--- src/sv/g2dc_pkg.sv ---
`timescale 1ns / 1ps
`default_nettype none
package g2dc_pkg;

  localparam int PIX_W           = 8;
  localparam int COEFF_W         = 16;
  localparam int CRD_IN_W        = 8;
  localparam int KSZ_W           = 4;
  localparam int KSZ_MAX         = 15;
  localparam int DIMREG_W        = 9;
  localparam int CFG_IDX_W       = 2;
  localparam int CFG_DATA_W      = 9;
  localparam int CRD_W           = 11;
  localparam int PROD_W          = PIX_W + 1 + COEFF_W;
  localparam int ACC_W           = PROD_W + $clog2(KSZ_MAX * KSZ_MAX);
  localparam int COEFF_FRAC_BITS = 12;

  localparam logic [KSZ_W-1:0]    KSZ_RST    = 4'd3;
  localparam logic [DIMREG_W-1:0] DIM_RST    = 9'd256;

  typedef enum logic [1:0] {
    OP_LOAD_PIX   = 2'd0,
    OP_LOAD_COEFF = 2'd1,
    OP_COMPUTE    = 2'd2
  } op_t;

  typedef enum logic [CFG_IDX_W-1:0] {
    CFG_KSIZE  = 2'd0,
    CFG_WIDTH  = 2'd1,
    CFG_HEIGHT = 2'd2
  } cfg_idx_t;

  typedef enum logic [2:0] {
    ST_IDLE,
    ST_RUN,
    ST_DRAIN,
    ST_ABS,
    ST_ROUND
  } state_t;

  typedef struct packed {
    logic start;
    logic wr_img;
    logic wr_ker;
    logic issue;
    logic abs_en;
    logic emit;
  } cmd_t;

  typedef struct packed {
    logic last_tap;
    logic pipe_busy;
    logic out_free;
  } sts_t;

endpackage
`default_nettype wire

--- src/sv/g2dc_ctrl.sv ---
`timescale 1ns / 1ps
`default_nettype none
module g2dc_ctrl (
  input  wire logic          clk,
  input  wire logic          rst_n,
  input  wire logic          in_valid,
  input  wire logic [1:0]    in_op,
  output logic               in_ready,
  input  wire g2dc_pkg::sts_t sts_i,
  output g2dc_pkg::cmd_t     cmd_o
);

  g2dc_pkg::state_t state_r, state_nxt;

  always_ff @(posedge clk) begin
    if (!rst_n) begin
      state_r <= g2dc_pkg::ST_IDLE;
    end else begin
      state_r <= state_nxt;
    end
  end

  always_comb begin
    state_nxt = state_r;
    unique case (state_r)
      g2dc_pkg::ST_IDLE: begin
        if (in_valid && (in_op == g2dc_pkg::OP_COMPUTE)) state_nxt = g2dc_pkg::ST_RUN;
      end
      g2dc_pkg::ST_RUN: begin
        if (sts_i.last_tap) state_nxt = g2dc_pkg::ST_DRAIN;
      end
      g2dc_pkg::ST_DRAIN: begin
        if (!sts_i.pipe_busy) state_nxt = g2dc_pkg::ST_ABS;
      end
      g2dc_pkg::ST_ABS: begin
        state_nxt = g2dc_pkg::ST_ROUND;
      end
      g2dc_pkg::ST_ROUND: begin
        if (sts_i.out_free) state_nxt = g2dc_pkg::ST_IDLE;
      end
      default: begin
        state_nxt = g2dc_pkg::ST_IDLE;
      end
    endcase
  end

  always_comb begin
    cmd_o    = '0;
    in_ready = 1'b0;
    unique case (state_r)
      g2dc_pkg::ST_IDLE: begin
        in_ready      = 1'b1;
        cmd_o.start   = in_valid && (in_op == g2dc_pkg::OP_COMPUTE);
        cmd_o.wr_img  = in_valid && (in_op == g2dc_pkg::OP_LOAD_PIX);
        cmd_o.wr_ker  = in_valid && (in_op == g2dc_pkg::OP_LOAD_COEFF);
      end
      g2dc_pkg::ST_RUN: begin
        cmd_o.issue = 1'b1;
      end
      g2dc_pkg::ST_DRAIN: begin
      end
      g2dc_pkg::ST_ABS: begin
        cmd_o.abs_en = 1'b1;
      end
      g2dc_pkg::ST_ROUND: begin
        cmd_o.emit = sts_i.out_free;
      end
      default: begin
      end
    endcase
  end

endmodule
`default_nettype wire

--- config.mk ---
export PLATFORM = sky130hd
export DESIGN_NAME = g2dc_ctrl
export DESIGN_NICKNAME = d
export VERILOG_FILES = /design/src/sv/g2dc_pkg.sv /design/src/sv/g2dc_ctrl.sv
export SDC_FILE = /design/constraint.sdc
export NUM_CORES = 1
export LEC_CHECK = 0
export CAP_MARGIN = 20
export CORE_AREA = 2 2 39 41
export DETAILED_ROUTE_END_ITERATION = 10
export DIE_AREA = 0 0 41 43
export DONT_BUFFER_PORTS = 1
export PLACE_DENSITY = 0.31
export SYNTH_ARGS = -nofsm -noshare
export SYNTH_HDL_FRONTEND = slang
export SYNTH_SLANG_ARGS = --single-unit
export TNS_END_PERCENT = 1
--- constraint.sdc ---
create_clock -name clk -period 1.3 [get_ports clk]
set_input_delay 0.065 -clock clk [delete_from_list [all_inputs] [get_ports clk]]
set_output_delay 0.065 -clock clk [all_outputs]
set_load 0.03 [all_outputs]
# After elaboration in Yosys (flattened, before gate mapping)
# Cells that the tools add are included.
totals:
  reg_bits: 3
  inputBits: 8
  output_inout_bits: 7
  elab_cells: 27
classes:
  n_eq_ne: 10
  mux: 10
  reduce_logical: 6
ops:
  columns: ["op", "n"]
  rows:
  - ["3-bit two-way mux", 5]
  - ["3-bit one-hot mux with 5 select lines", 1]
  - ["2-bit != test (second input constant)", 4]
  - ["3-bit by 2-bit equality test with 1-bit output (second input constant)", 2]
  - ["1-bit two-way mux", 4]
  - ["4-bit AND reduction", 1]
  - ["3-bit by 1-bit equality test with 1-bit output (second input constant)", 1]
  - ["3-bit equality test (second input constant)", 1]
  - ["1-bit logical AND", 3]
  - ["3-bit logical NOT", 1]
  - ["2-bit by 1-bit equality test with 1-bit output (second input constant)", 1]
  - ["2-bit equality test (second input constant)", 1]
  - ["2-bit logical NOT", 1]

# Longest topological paths before layout
# Gate-level depths: netlist (run 1).
logic_depth:
  word_depth: 4
  ltp_mapped: 4
  mapped_depth_nobuf: 3

# Worst setup path after synthesis (run 1)
# OpenSTA, ideal clock, no wires.
synth_timing:
  path_kind: "reg-to-output"
  from: "register state_r[1]"
  to: "output cmd_o[3] in the netlist's numbering"
  arrival_ps: 1572
  t_required_ps: 1235
  slack_ps: -337
  path_stages_with_launch: 5
  n_path_buf: 1
  path_cell_list: "dfxtp_1 -> buf_6 -> nor3_4 -> nand2_2 -> nor3_1"
synth_rtl:
  columns: ["element", "line_no", "text"]
  rows:
  - ["start: declaration", "g2dc_ctrl.sv:13", "g2dc_pkg::state_t state_r, state_nxt;"]
  - ["start signal: assignment", "g2dc_ctrl.sv:17", "state_r <= g2dc_pkg::ST_IDLE;"]
  - ["start signal: assignment", "g2dc_ctrl.sv:19", "state_r <= state_nxt;"]
  - ["end: declaration", "g2dc_ctrl.sv:10", "output g2dc_pkg::cmd_t cmd_o"]

==> key figures, run 1 <==
Setup path
  – Data arrival time of the critical path: about 1300 ps
  – WP depth: 4
  – Max incr delay on CP: roughly 340 ps
  – CP top delay family: simple AND/OR/NAND/NOR gates
  – Worst path buffer plus inverter count: 1
  – Req. time, crit path: between 1000 and 1500 ps
  – CP max-delay cell: dfxtp_2
  – Setup CP Type: reg -> out
  – Crit. End Element: primary output
  – R2R depth: 2
  – Startpoint types: register
  – Critical Path Fanout Max: 6
  – Crit path cell chain: nor3_4 -> nand2_4 -> nor3b_4 -> buf_6

Routing
  – Total Routed Length: roughly 630 µm
  – Initial DRC Count: 1
  – Via density per instance: 4.365
  – DR vias: approximately 230
  – DRT Pass-1 Iters: 2
  – Routed Antenna Nets: 0
  – Drt drc: 0
  – Wire per inst: ~12 µm

Timing
  – Setup violators final: 1
  – Slew Viols, Final: 0
  – Crit share post-route: 101.2%
  – Unrepaired setup endpoints after global routing: true
  – Worst setup margin: -15.49 ps
  – Clock Skews: approximately 0.84 ps
  – Fmax achieved: 760.2 MHz
  – Worst slew pin tran: about 270 ps
  – Final hold vios: 0
  – Period minus WS final: between 1000 and 1500 ps
  – Max_slew headroom: 81.86%

Placement
  – Dpl hpwl: just under 500 µm
  – Dpl cells: 45
  – Port Buffer Count: 0
  – RePlAce Congestion: around 0.67
  – Dpl ws: around 170 ps

Clock tree
  – Htree depth: 1
  – Max clock buf depth: 2
  – Num CTS Buffers: 3
  – Root Buffer: clkbuf_4
  – Clk sinks: 3
  – Clock transition at the registers of the reported paths: 40 ps
  – Worst skew pair latency: between 200 and 250 ps
  – CTS tree: yes

Layout
  – Layout cells sized above 1: a little under two thirds
  – Finished Layout Cells: 52
  – Area of the multi-input gates: around 180 µm²
  – Antenna cells: 0
  – Area delta synth->final: 78.45%
  – Fill count: 151
  – Reg with most FFs: state_r
  – Final #Nets: 45
  – Regs by FF count: state_r: 3 flops
  – Max reg flops: 3
  – Register Area: about 63 µm²

Yosys
  – Synthesis warning total: 0
  – Mapped Cells: 23
  – Synthesized area per cell: just under 10 µm²
  – Sequential-to-total area share from yosys stat: between 20% and 30%
  – Post-synthesis cell type count: 19
  – Mapped Nets: 31
  – FF+latch count, synth: 3
  – Synth Cell Area: 226.5 µm²

Pwr
  – Leak: approximately 0.17 nW
  – Power Density: just over 900 mW/mm²
  – Worst IR Drop VDD: ~0.00037 V
  – Power, Total: around 0.37 mW

Job
  – Number of max-cap violations: 0

Outcome
  – Outcome: finished with violations
  – Failing checks: setup timing

Floorplanning
  – Die ar.: between 0.0015 and 0.002 mm²
  – Starting Density: between 10% and 20%
  – Core area: between 0.001 and 0.0015 mm²
  – Chip Width: ~41 µm
  – Die Y: about 43 µm
  – Num ports: 15
  – Cell Rows: 14

Global route
  – Total congestion overflow: 0
  – Number of global-route vias before repair: 257
  – First-pass GRT wire length: approximately 1000 µm
  – Gr usage total: a little under a tenth
  – Initial antenna violation count: 0
  – Largest net degree at the start of global routing: 9

Worst hold path
  – Worst Hold Depth: 2
  – Min-Delay Path Class: in -> reg
routing by layer:
layer / vias up / global-route usage (%) / share of wire [%]
met4: 0 / 10.00 / 0
met3: 0 / 2.618 / 9.1
met1: 102 / 7.692 / 34
met5: - / 0 / 0
li1: 115 / - / -
met2: 10 / 14.37 / 57
logic make-up (layout without fill, tap and decap cells):
family / count (synthesis) / count (layout) / synth area share (%)
multiplexers: 1 / 1 / 4.972
AO/OA/AOI/OAI: 4 / 4 / 15.47
flip-flops: 3 / 3 / 26.52
buffers and inverters: 3 / 16 / 8.284
AND/OR/NAND/NOR: 12 / 12 / 44.75
final cells by class:
cell class,instances,area share (%)
inverters,2,1.858
flip-flops and latches,3,15.48
clock buffers,4,6.502
well taps,16,4.954
repair buffers,10,26.32
multi-input cells,17,44.89
power breakdown:
group | total [mW] | internal (mW) | switching (mW)
logic | 0.103 | 0.0543 | 0.0490
registers | 0.105 | 0.0971 | 0.00764
clock network | 0.161 | 0.115 | 0.0460
final timing paths:
path / start / end / slack, ps
max reg2reg: state_r[2] / state_r[0] / 260
min: rst_n / state_r[1] / 7
min reg2reg: state_r[0] / state_r[1] / 620
max: state_r[1] / cmd_o[5] / -20
cells in the mapped netlist:
master / count / area share [%]
a211oi_1: 1 / 3.3
a311o_1: 1 / 4.4
a32o_1: 1 / 4.4
and3b_1: 1 / 3.9
and4bb_2: 1 / 5.5
buf_6: 1 / 5.0
dfxtp_1: 3 / 27
inv_1: 1 / 1.7
inv_2: 1 / 1.7
mux2_2: 1 / 5.0
nand2_1: 1 / 1.7
nand2_2: 1 / 2.8
nand2b_1: 1 / 2.8
nor2_1: 1 / 1.7
nor3_1: 2 / 4.4
nor3_4: 1 / 7.2
nor3b_2: 2 / 11
nor4b_1: 1 / 3.9
o21a_1: 1 / 3.3
cells in the final DEF (no fill, tap or decap):
cell | netlist | routed
a211oi_1 | 1 | 1
a311o_1 | 1 | 1
a32o_1 | 1 | 1
and3b_1 | 1 | 1
and4bb_2 | 1 | 1
buf_12 | 0 | 2
buf_4 | 0 | 6
buf_6 | 1 | 1
clkbuf_1 | 0 | 1
clkbuf_4 | 0 | 3
dfxtp_1 | 3 | 1
dfxtp_2 | 0 | 2
dlygate4sd3_1 | 0 | 1
inv_1 | 1 | 1
inv_2 | 1 | 1
mux2_2 | 1 | 1
nand2_1 | 1 | 1
nand2_4 | 0 | 1
nand2b_1 | 1 | 1
nor2_1 | 1 | 1
nor3_4 | 1 | 3
nor3b_2 | 2 | 1
nor3b_4 | 0 | 1
nor4b_1 | 1 | 1
o21a_1 | 1 | 1
per-stage QoR:
stage	instance area, µm²	util [%]	setup TNS [ps]	hold WS [ps]
detailed placement	342.8	24.77	0	188.7
global route	404.1	29.20	-215.7	0.6018
global placement	342.8	24.77	0	188.3
finish	404.1	29.20	-15.49	6.682
CTS	396.6	28.66	-65.10	4.954
floorplan	256.5	-	-47.13	174.7
repair_timing:
| action | CTS | global route |
|---|---|---|
| hold endpoints to repair | 2 | 0 |
| resized for setup | 3 | 0 |
| hold buffers | 1 | 0 |
| buffers inserted | 1 | 1 |
| pin swaps | 2 | 1 |
| endpoints found under the setup margin | 3 | 3 |
Power figures use the tool's default switching activity.
==> run 2: changes to the inputs <==
--- a/config.mk
+++ b/config.mk
@@ -6,4 +6,5 @@
 export NUM_CORES = 1
 export LEC_CHECK = 0
+export ABC_CLOCK_PERIOD_IN_PS = 1300
 export CAP_MARGIN = 20
 export CORE_AREA = 2 2 39 41
==> constraint.sdc (replaced) <==
create_clock -name clk -period 1.3 [get_ports clk]
set_input_delay 0.065 -clock clk [delete_from_list [all_inputs] [get_ports clk]]
set_output_delay 0.065 -clock clk [all_outputs]
set_load 0.01 [all_outputs]
==> key figures, run 2 (synthesized netlist as in run 1, its figures left out) <==
Clock tree
  – CTS tree: yes (unchanged)
  – Clk sinks: 3 (unchanged)
  – Number of post-CTS setup repair buffers: 0 (was 1)
  – Num CTS Buffers: 3 (unchanged)
  – Max clock buf depth: 2 (unchanged)
  – Worst skew pair latency: 230 ps (about the same)
  – Clock transition at the registers of the reported paths: 40 ps (about the same)
  – Root Buffer: clkbuf_4 (unchanged)
  – Htree depth: 1 (unchanged)

Routing
  – DR vias: 205 (was 227)
  – Routed Antenna Nets: 0 (unchanged)
  – Initial DRC Count: 1 (unchanged)
  – Drt drc: 0 (unchanged)
  – Via density per instance: 4.556 (was 4.365)
  – Wire per inst: 10.96 µm (was 12.08 µm)
  – WL met1: 209 µm (was 211 µm)
  – Max layer used: met4 (was met3)
  – DRT Pass-1 Iters: 2 (unchanged)
  – Met2 wire length: 233 µm (was 358 µm)
  – Met3 Routed Length: 45 µm (was 57 µm)
  – Total Routed Length: 493 µm (was 628 µm)

Placement
  – RePlAce Congestion: 0.6250 (was 0.6705)
  – Dpl cells: 40 (was 45)
  – Port Buffer Count: 0 (unchanged)
  – Dpl hpwl: 401.8 µm (was 494.2 µm)

Timing
  – Period minus WS final: 1225 ps (was 1315 ps)
  – Setup TNS: 0 ps (was -15.49 ps)
  – Crit share post-route: 94.25% (was 101.2%)
  – Unrepaired setup endpoints after global routing: false (was true)
  – Slew Viols, Final: 0 (unchanged)
  – Worst slew pin tran: 291.2 ps (was 271.7 ps)
  – Final hold vios: 0 (unchanged)
  – Clock Skews: 2.710 ps (was 0.8354 ps)
  – Setup violators final: 0 (was 1)
  – Max_slew headroom: 80.56% (was 81.86%)
  – Fmax achieved: 816.2 MHz (was 760.2 MHz)
  – Hold slack: 48.78 ps (was 6.682 ps)

Setup path
  – Reg2reg start: state_r[2] (unchanged)
  – R2R depth: 2 (unchanged)
  – Crit. End Element: primary output (unchanged)
  – Data arrival time of the critical path: 1160 ps (was 1250 ps)
  – Req. time, crit path: 1240 ps (about the same)
  – Setup CP Type: reg -> out (unchanged)
  – R2r setup slk: 290 ps (was 260 ps)
  – Reg-to-reg critical path endpoint: state_r[0] (unchanged)
  – Critical Path Fanout Max: 8 (was 6)
  – Startpoint types: register (unchanged)

Global route
  – Largest net degree at the start of global routing: 9 (unchanged)
  – First-pass GRT wire length: 821 µm (was 1007 µm)
  – Initial antenna violation count: 0 (unchanged)
  – Gr usage total: 7.222% (was 9.027%)
  – Total congestion overflow: 0 (unchanged)
  – Number of global-route vias before repair: 198 (was 257)

Outcome
  – Outcome: finished clean (was finished with violations)

Pwr
  – Worst IR Drop VDD: 0.0003013 V (was 0.0003711 V)
  – Power, Total: 0.3187 mW (was 0.3689 mW)
  – Leak: 0.1175 nW (was 0.1667 nW)
  – Power Density: 1044 mW/mm² (was 912.7 mW/mm²)

Layout
  – Regs by FF count: state_r: 3 flops (unchanged)
  – Reg with most FFs: state_r (unchanged)
  – Commonest non-fill, non-tap cell in the layout: clkbuf_4 (was buf_4)
  – Final #Nets: 38 (was 45)
  – Max reg flops: 3 (unchanged)
  – Layout cells sized above 1: 55.17% (was 63.89%)
  – Finished Layout Cells: 45 (was 52)
  – Antenna cells: 0 (unchanged)
  – Area delta synth->final: 34.81% (was 78.45%)
  – Commonest non-fill, non-tap cells in the layout: 3 x clkbuf_4, 2 x nor3_2, 2 x buf_4, 2 x dfxtp_2 (was 6 x buf_4, 3 x nor3_4, 3 x clkbuf_4, 2 x buf_12, 2 x dfxtp_2)

Floorplanning
  – Starting Density: 16.37% (unchanged)
  – Cell Rows: 14 (unchanged)
  – Num ports: 15 (unchanged)
  – Core area: 0.001384 mm² (unchanged)
  – Chip Width: 41 µm (unchanged)
  – Die ar.: 0.001763 mm² (unchanged)
  – Die Y: 43 µm (unchanged)

Job
  – Number of max-cap violations: 0 (unchanged)

Worst hold path
  – Worst Hold Depth: 2 (unchanged)
  – Hold Startpoint: sts_i[2] (was rst_n)
  – Worst Hold Path EP: state_r[0] (was state_r[1])
  – Min-Delay Path Class: in -> reg (unchanged)
-- run 2: cell count changes in the layout (fill, tap and decap cells not counted), sizes merged --
cell	before	now
buf	9	2
-- run 2: final cells by class --
type	instances	area [µm²]
Sequential cell	3	62.56
Tap cell	16	20.02
Timing Repair Buffer	3	25.02
Clock buffer	4	26.28
Fill cell	161	1079
Multi-Input combinational cell	17	163.9
Inverter	2	7.507
-- run 2: power by group --
part | switching [mW] | leakage, nW | internal, mW
Sequential | 0.00903 | 0.0253 | 0.0966
Clock | 0.0468 | 0.0150 | 0.115
Combinational | 0.0228 | 0.0772 | 0.0285
Total | 0.0787 | 0.118 | 0.240
-- run 2: worst max-delay path by stage --
stage	to	start	slack, ps
2_1_floorplan	cmd_o[3]	state_r[1]	220
5_1_grt	cmd_o[5]	state_r[1]	10
3_3_place_gp	cmd_o[3]	state_r[1]	220
3_5_place_dp	cmd_o[3]	state_r[1]	210
6_report	cmd_o[5]	state_r[1]	70
4_1_cts	cmd_o[3]	state_r[1]	-50
-- run 2: critical path: stages, from the launching register on --
cell     delay [ps]
dfxtp_2         370
nor3_4          210
nand2_2         120
nor3b_4         240
-- run 2: per-layer routing --
metal,vias up,track usage [%]
li1,98,-
met1,93,8.654
met2,12,9.375
met3,2,1.571
met4,0,8.000
met5,-,0
-- run 2: timing repair --
action | CTS | global route
pin swaps | 0 | 0
hold buffers | 1 | 0
endpoints found under the setup margin | 3 | 3
resized for setup | 0 | 5
endpoints found under the hold margin | 3 | 0
-- run 2: stage by stage --
stage / setup WS (ps) / util, % / area, µm²
after global placement: 218.4 / 18.08 / 250.2
after floorplan: 219.8 / - / 226.5
after detailed placement: 211.6 / 18.08 / 250.2
final: 74.81 / 22.06 / 305.3
after CTS: -45.99 / 20.71 / 286.5
after global routing: 10.51 / 22.06 / 305.3
==> run 3: changes to the inputs <==
SETUP_SLACK_MARGIN = 0.15   (was not set)
==> key figures, run 3 (synthesized netlist as in run 1, its figures left out) <==
Outcome
  – Outcome: finished clean (unchanged)

Floorplanning
  – Chip Width: 41 µm (unchanged)
  – Cell Rows: 14 (unchanged)
  – Core area: 0.001384 mm² (unchanged)
  – Num ports: 15 (unchanged)
  – Die Y: 43 µm (unchanged)
  – Starting Density: 16.37% (unchanged)
  – Die ar.: 0.001763 mm² (unchanged)

Pwr
  – Leak: 0.1291 nW (was 0.1175 nW)
  – Power Density: 989.5 mW/mm² (was 1044 mW/mm²)
  – Worst IR Drop VDD: 0.0003003 V (was 0.0003013 V)
  – Power, Total: 0.3231 mW (was 0.3187 mW)

Timing
  – Slew Viols, Final: 0 (unchanged)
  – Clock Skews: 2.559 ps (was 2.710 ps)
  – Fmax achieved: 853.9 MHz (was 816.2 MHz)
  – Final hold vios: 0 (unchanged)
  – Crit share post-route: 90.09% (was 94.25%)
  – Max_slew headroom: 82.81% (was 80.56%)
  – Setup TNS: 0 ps (unchanged)
  – Worst slew pin tran: 254.2 ps (was 291.2 ps)
  – Unrepaired setup endpoints after global routing: true (was false)
  – Setup violators final: 0 (unchanged)
  – Period minus WS final: 1171 ps (was 1225 ps)

Clock tree
  – CTS tree: yes (unchanged)
  – Htree depth: 1 (unchanged)
  – Clk sinks: 3 (unchanged)
  – Max clock buf depth: 2 (unchanged)
  – Root Buffer: clkbuf_4 (unchanged)
  – Worst skew pair latency: 230 ps (about the same)
  – Num CTS Buffers: 3 (unchanged)
  – Clock transition at the registers of the reported paths: 40 ps (about the same)

Placement
  – RePlAce Congestion: 0.6250 (unchanged)
  – Port Buffer Count: 0 (unchanged)
  – Dpl hpwl: 401.8 µm (unchanged)

Routing
  – Initial DRC Count: 0 (was 1)
  – DRT Pass-1 Iters: 1 (was 2)
  – Via density per instance: 4.489 (was 4.556)
  – Total Routed Length: 514 µm (was 493 µm)
  – Routed Antenna Nets: 0 (unchanged)
  – Wire per inst: 10.94 µm (was 10.96 µm)
  – Drt drc: 0 (unchanged)
  – DR vias: 211 (was 205)

Global route
  – Total congestion overflow: 0 (unchanged)
  – Gr usage total: 7.422% (was 7.222%)
  – Largest net degree at the start of global routing: 9 (unchanged)
  – First-pass GRT wire length: 848 µm (was 821 µm)
  – Number of global-route vias before repair: 215 (was 198)
  – Initial antenna violation count: 0 (unchanged)

Layout
  – Commonest non-fill, non-tap cells in the layout: 4 x buf_4, 3 x clkbuf_4, 2 x nor3_2, 2 x dfxtp_4 (was 3 x clkbuf_4, 2 x nor3_2, 2 x buf_4, 2 x dfxtp_2)
  – Area delta synth->final: 44.20% (was 34.81%)
  – Final #Nets: 40 (was 38)
  – Max reg flops: 3 (unchanged)
  – Regs by FF count: state_r: 3 flops (unchanged)
  – Layout cells sized above 1: 61.29% (was 55.17%)
  – Reg with most FFs: state_r (unchanged)
  – Area of the multi-input gates: 163.9 µm² (unchanged)
  – Antenna cells: 0 (unchanged)
  – Register Area: 68.82 µm² (was 62.56 µm²)
  – Fill count: 159 (was 161)
  – Commonest non-fill, non-tap cell in the layout: buf_4 (was clkbuf_4)
  – Fin util: 23.60% (was 22.06%)

Setup path
  – Startpoint types: register (unchanged)
  – Data arrival time of the critical path: 1110 ps (was 1160 ps)
  – Setup CP Type: reg -> out (unchanged)
  – Req. time, crit path: 1240 ps (about the same)
  – Crit. End Element: primary output (unchanged)
  – Critical Path Fanout Max: 3 (was 8)

Job
  – Number of max-cap violations: 0 (unchanged)

Worst hold path
  – Min-Delay Path Class: in -> reg (unchanged)
## run 3: cell type report
class	instances	area share (%)
multi-input combinational	17	50.19
sequential	3	21.07
timing repair buffer	5	12.26
clock buffer	4	8.046
tap	16	6.130
inverter	2	2.299
## run 3: where the power goes
group	internal (mW)	total, mW	switching, mW
Sequential	0.0948	0.102	0.00679
Clock	0.115	0.161	0.0465
Combinational	0.0340	0.0601	0.0261
Total	0.244	0.323	0.0794
## run 3: what timing repair did
action	4_1_cts	5_1_grt
hold buffers	1	0
buffers inserted	2	0
pin swaps	3	0
endpoints found under the setup margin	4	4
hold endpoints to repair	3	0
resized for setup	8	0
## run 3: metrics by stage
step	hold WS [ps]	instances	worst slack (ps)	area, µm²
global placement	167.5	40	218.4	250.2
finish	44.02	47	128.9	326.6
detailed placement	166.1	40	211.6	250.2
global route	64.50	47	60.49	326.6
floorplan	163.6	23	219.8	226.5
CTS	37.97	47	104.5	326.6
## run 3: worst paths after layout
check	endpoint	from	cells past startpoint	slack [ps]
setup / recovery	cmd_o[5]	state_r[0]	3	130
hold / removal	state_r[0]	sts_i[2]	2	40
setup reg to reg	state_r[0]	state_r[2]	2	290
hold reg to reg	state_r[1]	state_r[1]	2	620
## run 3: layer usage
metal,global-route usage (%),share of wire [%],vias to the layer above
met2,10.31,50,12
met4,8.000,0,0
met5,0,0,-
met3,1.571,9.7,0
met1,8.333,40,96
li1,-,-,103
## run 3: worst max-delay path: stages, from the launching register on
cell and delay (ps):
dfxtp_4 350, nor3_4 190, nand2_2 110, nor3b_4 220
